## config.mk

```make
export PLATFORM = sky130hd
export DESIGN_NAME = exact_pattern_stream_matcher
export DESIGN_NICKNAME = d
export VERILOG_FILES = /design/src/rtl/epsm_pkg.sv /design/src/rtl/epsm_cell.sv /design/src/rtl/exact_pattern_stream_matcher.sv
export SDC_FILE = /design/constraint.sdc
export NUM_CORES = 1
export LEC_CHECK = 0
export BUFFER_PORTS_ARGS = -buffer_cell sky130_fd_sc_hd__buf_2
export CORE_MARGIN = 8
export CORE_UTILIZATION = 45
export DETAILED_ROUTE_END_ITERATION = 12
export GPL_TIMING_DRIVEN = 0
export SYNTH_ARGS = -nofsm -noshare
export SYNTH_HDL_FRONTEND = slang
export SYNTH_HIERARCHICAL = 1
export SYNTH_SLANG_ARGS = --single-unit
```

## constraint.sdc

```tcl
create_clock -name clk -period 4.34 [get_ports clk]
set_clock_uncertainty 0.2 [all_clocks]
set_input_delay 0.434 -clock clk [delete_from_list [all_inputs] [get_ports clk]]
set_output_delay 0.434 -clock clk [all_outputs]
set_load 0.01 [all_outputs]
```

## src/rtl/epsm_pkg.sv

```systemverilog
// Shared types, command codes and sizing constants of the pattern stream matcher.
`timescale 1ns / 1ps
`default_nettype none

package epsm_pkg;

    localparam int DefaultMaxPattern = 32;
    localparam int DefaultMaxText    = 65535;
    localparam int StartW            = 17;

    localparam logic [1:0] CMD_START   = 2'd0;
    localparam logic [1:0] CMD_PATTERN = 2'd1;
    localparam logic [1:0] CMD_TEXT    = 2'd2;

    typedef struct packed {
        logic [1:0] cmd;
        logic [7:0] ch;
    } item_t;

    typedef struct packed {
        logic              matched;
        logic [StartW-1:0] start_index;
        logic              ignored;
    } result_t;

    // Broadcast from the controller to every cell of the chain.
    typedef struct packed {
        logic       clr;
        logic       load;
        logic       step;
        logic [7:0] ch;
    } cell_ctrl_t;

endpackage

`default_nettype wire

```

## src/rtl/epsm_cell.sv

```systemverilog
// One cell of the matching chain: a pattern byte and its partial-match bit.
`timescale 1ns / 1ps
`default_nettype none

module epsm_cell
    import epsm_pkg::*;
(
    input  wire logic       clk,
    input  wire logic       rst_n,
    input  wire cell_ctrl_t ctrl,
    input  wire logic       load_sel,
    input  wire logic       active,
    input  wire logic       prev_part,
    output logic            part,
    output logic            part_upd
);

    logic [7:0] char_reg;
    logic       part_reg;
    logic       part_next;

    // The pattern byte has no reset; its compare only counts once it has been written.
    always_ff @(posedge clk)
    begin
        if (ctrl.load && load_sel)
        begin
            char_reg <= ctrl.ch;
        end
    end

    assign part_upd = prev_part && (char_reg == ctrl.ch);

    always_comb
    begin
        part_next = part_reg;
        if (ctrl.clr)
        begin
            part_next = 1'b0;
        end
        else if (ctrl.step && active)
        begin
            part_next = part_upd;
        end
    end

    always_ff @(posedge clk or negedge rst_n)
    begin
        if (!rst_n)
        begin
            part_reg <= 1'b0;
        end
        else
        begin
            part_reg <= part_next;
        end
    end

    assign part = part_reg;

endmodule

`default_nettype wire

```

## src/rtl/exact_pattern_stream_matcher.sv

```systemverilog
// Top level of the exact pattern stream matcher: command decode, cell chain and result register.
`timescale 1ns / 1ps
`default_nettype none

// One beat in gives one result beat out on the next cycle, and a new beat can be taken
// in every cycle while the result side keeps up; the registered result stage lets the input
// take the next beat in the same cycle that the waiting result is taken. A start beat clears
// the job, pattern beats load the cells one after another (up to MAX_PATTERN bytes), and each
// text beat is compared against every pattern byte at once: each cell checks its byte and
// takes the partial-match bit of its left neighbour, so a full match at the last loaded cell
// is known in the same cycle. The start index reported is pattern length plus one plus the
// 1-based text position of the first matched byte, kept to 17 bits. Rejected beats (pattern
// full, pattern after text, text beyond MAX_TEXT, unused command) change nothing and are
// flagged as ignored.
module exact_pattern_stream_matcher
    import epsm_pkg::*;
#(
    parameter int MAX_PATTERN = DefaultMaxPattern,
    parameter int MAX_TEXT    = DefaultMaxText
)
(
    input  wire logic    clk,
    input  wire logic    rst_n,
    input  wire logic    item_valid,
    output logic         item_ready,
    input  wire item_t   item,
    output logic         result_valid,
    input  wire logic    result_ready,
    output result_t      result
);

    localparam int LenW = $clog2(MAX_PATTERN + 1);
    localparam int PosW = $clog2(MAX_TEXT + 1);
    localparam int SumW = ((PosW > StartW) ? PosW : StartW) + 1;

    logic [LenW-1:0]        len_reg;
    logic [LenW-1:0]        len_next;
    logic [PosW-1:0]        pos_reg;
    logic [PosW-1:0]        pos_next;
    logic                   text_started_reg;
    logic                   text_started_next;
    logic                   result_valid_reg;
    logic                   result_valid_next;
    result_t                result_reg;
    result_t                result_next;

    logic                   accept;
    logic                   pat_ok;
    logic                   text_ok;
    logic                   ignored;
    logic                   hit;
    logic [SumW-1:0]        start_sum;
    cell_ctrl_t             ctrl;

    logic [MAX_PATTERN-1:0] part_vec;
    logic [MAX_PATTERN-1:0] upd_vec;
    logic [MAX_PATTERN-1:0] active_vec;
    logic [MAX_PATTERN-1:0] last_vec;

    assign item_ready = !result_valid_reg || result_ready;
    assign accept     = item_valid && item_ready;

    assign pat_ok  = !text_started_reg && (len_reg < LenW'(MAX_PATTERN));
    assign text_ok = pos_reg < PosW'(MAX_TEXT);

    always_comb
    begin
        ctrl.clr  = 1'b0;
        ctrl.load = 1'b0;
        ctrl.step = 1'b0;
        ctrl.ch   = item.ch;
        ignored   = 1'b0;
        case (item.cmd)
            CMD_START:
            begin
                ctrl.clr = accept;
            end
            CMD_PATTERN:
            begin
                ctrl.load = accept && pat_ok;
                ignored   = !pat_ok;
            end
            CMD_TEXT:
            begin
                ctrl.step = accept && text_ok;
                ignored   = !text_ok;
            end
            default:
            begin
                ignored = 1'b1;
            end
        endcase
    end

    genvar k;
    generate
        for (k = 0; k < MAX_PATTERN; k++)
        begin : g_cell
            logic prev_part;

            if (k == 0)
            begin : g_head
                assign prev_part = 1'b1;
            end
            else
            begin : g_link
                assign prev_part = part_vec[k-1];
            end

            assign active_vec[k] = len_reg > LenW'(k);
            assign last_vec[k]   = len_reg == LenW'(k + 1);

            epsm_cell u_cell (
                .clk       (clk),
                .rst_n     (rst_n),
                .ctrl      (ctrl),
                .load_sel  (len_reg == LenW'(k)),
                .active    (active_vec[k]),
                .prev_part (prev_part),
                .part      (part_vec[k]),
                .part_upd  (upd_vec[k])
            );
        end
    endgenerate

    // Only the cell holding the last pattern byte can report a full match.
    assign hit = |(last_vec & upd_vec);

    // The first matched position is pos_reg + 2 - len, so the index collapses to pos_reg + 3.
    assign start_sum = SumW'(pos_reg) + SumW'(3);

    always_comb
    begin
        len_next          = len_reg;
        pos_next          = pos_reg;
        text_started_next = text_started_reg;
        if (ctrl.clr)
        begin
            len_next          = '0;
            pos_next          = '0;
            text_started_next = 1'b0;
        end
        else if (ctrl.load)
        begin
            len_next = len_reg + LenW'(1);
        end
        else if (ctrl.step)
        begin
            pos_next          = pos_reg + PosW'(1);
            text_started_next = 1'b1;
        end
    end

    always_comb
    begin
        result_valid_next = result_valid_reg;
        result_next       = result_reg;
        if (result_valid_reg && result_ready)
        begin
            result_valid_next = 1'b0;
        end
        if (accept)
        begin
            result_valid_next       = 1'b1;
            result_next.matched     = ctrl.step && hit;
            result_next.start_index = (ctrl.step && hit) ? start_sum[StartW-1:0] : '0;
            result_next.ignored     = ignored;
        end
    end

    always_ff @(posedge clk or negedge rst_n)
    begin
        if (!rst_n)
        begin
            len_reg          <= '0;
            pos_reg          <= '0;
            text_started_reg <= 1'b0;
            result_valid_reg <= 1'b0;
        end
        else
        begin
            len_reg          <= len_next;
            pos_reg          <= pos_next;
            text_started_reg <= text_started_next;
            result_valid_reg <= result_valid_next;
        end
    end

    always_ff @(posedge clk)
    begin
        result_reg <= result_next;
    end

    assign result_valid = result_valid_reg;
    assign result       = result_reg;

`ifndef SYNTHESIS
    // Cells past the loaded pattern never hold a partial match.
    a_idle_cells_clear : assert property (@(posedge clk) disable iff (!rst_n)
        (part_vec & ~active_vec) == '0)
        else $error("partial match bit set beyond pattern length");

    a_len_bound : assert property (@(posedge clk) disable iff (!rst_n)
        len_reg <= LenW'(MAX_PATTERN))
        else $error("pattern length beyond bound");

    a_start_clears : assert property (@(posedge clk) disable iff (!rst_n)
        (accept && item.cmd == CMD_START) |=>
            (len_reg == '0 && pos_reg == '0 && !text_started_reg))
        else $error("start beat did not clear the job");

    a_match_not_ignored : assert property (@(posedge clk) disable iff (!rst_n)
        result_valid_reg |-> !(result_reg.matched && result_reg.ignored))
        else $error("result both matched and ignored");
`endif

endmodule

`default_nettype wire
```

==> flow_metrics.env <==
export IMPL_cap_violations=0
export IMPL_drt_pass1_iterations=5
export IMPL_final_layout_size_suffix_gt1_share_pct=11.72
export IMPL_syn_inst=1216
export IMPL_grt_pass1_vias=9174
export IMPL_die_x_um=203.0
export IMPL_dp_hpwl_um=21240
export IMPL_path_max_fanout=10
export IMPL_port_buffer_count=34
export IMPL_grt_util_all_layers_pct=16.08
export IMPL_r2r_cells=10
export IMPL_viasPerCell=5.254
export IMPL_report_final_slew_viol_count=0
export IMPL_clk_pin_slew_worst_paths_ns=0.06
export IMPL_grt_max_degree=65
export IMPL_vias=9342
export IMPL_rsz0062_at_grt="false"
export IMPL_yosys_warnings=6
export IMPL_tightest_slew_ns=0.9525
export IMPL_hold_path_cell_count=3
export IMPL_finalHoldViolCount=0
export IMPL_period_share_pct=93.60
export IMPL_dieArea_mm2=0.04119
export IMPL_cts_path_max_buffers=3
export IMPL_setup_ws_ns=0.2779
export IMPL_min_to="result_valid"
export IMPL_setup_worst_path_start_class="register"
export IMPL_fp_dieH_um=203.0
export IMPL_crit_slowest_cell="nor4_4"
export IMPL_critPathMaxStageDelay_ns=0.73
export IMPL_setup_viol=0
export IMPL_power_total_mw=6.986
export IMPL_final_min_clock_period_ns=4.062
export IMPL_core_mm2=0.03446
export IMPL_areaGrowthSynthToFinish_pct=12.96
export IMPL_post_cts_buffers=0
export IMPL_top_level_ports=35
export IMPL_hold_path_class="in -> reg"
export IMPL_required_ns=4.38
export IMPL_power_density_mw_per_mm2=393.3
export IMPL_nets=1318
export IMPL_critPathCaptureType="register"
export IMPL_numCtsBuffers=37
export IMPL_hold_ws_ns=0.05181
export IMPL_outcome="finished, final reports clean"
export IMPL_wl_um=33330
export IMPL_cts_sinks=330
export IMPL_syn_cell_area_mm2=0.01573
export IMPL_vdd_ir_drop_max_v=0.0002810
export IMPL_diodes=0
export IMPL_num_rows=68
export IMPL_wl_per_cell_um=18.75
export IMPL_worstHoldStart="result_ready"
export IMPL_cts_root_buf="clkbuf_16"
export IMPL_slew_headroom_pct=36.50
export IMPL_largest_register_ffs=256
export IMPL_final_util_pct=51.56
export IMPL_r2r_setup_slack_ns=0.28
export IMPL_cts_max_level=2
export IMPL_tritoncts="yes"
export IMPL_routabilityCongestion=0.9546
export IMPL_crit_chain="clkbuf_1 > inv_1 > ha_1 > or3b_2 > nor2_1 > a2111oi_2 > o2111ai_1 > nor4_4 > buf_6 > nor3_1"
export IMPL_crit_type="reg -> reg"
export IMPL_postCtsResizedCells=0
export IMPL_p_leak_nw=6.421
export IMPL_antenna_found_initial=1
export IMPL_clk_latency_ns=0.50
export IMPL_syn_nets=1237
export IMPL_worst_endpoint_arrival_ns=4.10
export IMPL_drc=0
export IMPL_critPathBufInv=3
export IMPL_fmax_mhz=246.2
export IMPL_ant_nets=0
export IMPL_dp_slack_ns=0.1203
export IMPL_timing_rr_start="len_reg[1]"
export IMPL_cp_top_family="simple AND/OR/NAND/NOR gates"
export IMPL_drt_iter0_markers=632
export IMPL_setup_tns_ns=0
export IMPL_syn_avg_cell_area_um2=12.93
export IMPL_grt_pass1_wl_um=52790
export IMPL_r2r_end="result[1]"
export IMPL_initial_core_util_pct=45.64
export IMPL_grt_ovfl_total=0
where the power goes:
group          total, mW  switching [mW]  internal (mW)  leakage [nW]
logic              0.597           0.405          0.192          2.62
registers           3.50          0.0272           3.47          3.25
clock network       2.89            1.17           1.72         0.556
final cells by class:
class | count | area, um2
fill | 2960 | 16690
buffer | 33 | 219.0
clock inverter | 18 | 143.9
inverter | 12 | 50.05
multi-input combinational | 841 | 5833
tap | 455 | 569.3
clock buffer | 47 | 983.4
timing repair buffer | 42 | 332.8
sequential | 330 | 9634
layout by cell type, fill, tap and decap left out, types with 35 or more instances in the layout:
cell type,count
edfxtp_1,275
nor2_1,144
xnor2_1,138
xor2_1,136
nand2_1,64
dfrtp_1,55
clkbuf_16,37
nor2b_1,36
and4_1,35
timing repair:
action	CTS	global route
hold buffers	2	0
setup endpoints to repair	0	0
hold endpoints to repair	56	0
routing by layer:
| layer | track usage (%) | vias up | wire [um] |
|---|---|---|---|
| met1 | 22.52 | 4554 | 15860 |
| met4 | 3.963 | 2 | 669 |
| met3 | 2.853 | 62 | 1619 |
| met2 | 25.68 | 211 | 15170 |
| met5 | 0 | - | 13 |
| li1 | - | 4513 | - |
worst min-delay path: cells and delay by family:
kind	cells	cell delay, ns
buf+inv	1	0.07
simple gates	2	0.21
worst max-delay path by stage:
| stage | start | endpoint | slack (ns) | cells past startpoint |
|---|---|---|---|---|
| after floorplan | result_ready | g_cell[0].u_cell/part | 0.71 | 5 |
| after global placement | result_ready | g_cell[12].u_cell/part | -0.92 | 6 |
| after detailed placement | item[7] | result[1] | 0.12 | 11 |
| after CTS | len_reg[1] | result[1] | 0.34 | 10 |
| after global routing | len_reg[1] | result[1] | 0.06 | 10 |
| final | len_reg[1] | result[1] | 0.28 | 10 |
stage by stage:
| stage | cell area (um2) | instances |
|---|---|---|
| global placement | 16470 | 1705 |
| detailed placement | 16620 | 1711 |
| floorplan | 15730 | 1216 |
| finish | 17770 | 1778 |
| global route | 17770 | 1778 |
| CTS | 17770 | 1778 |
Power figures use the tool's default switching activity.
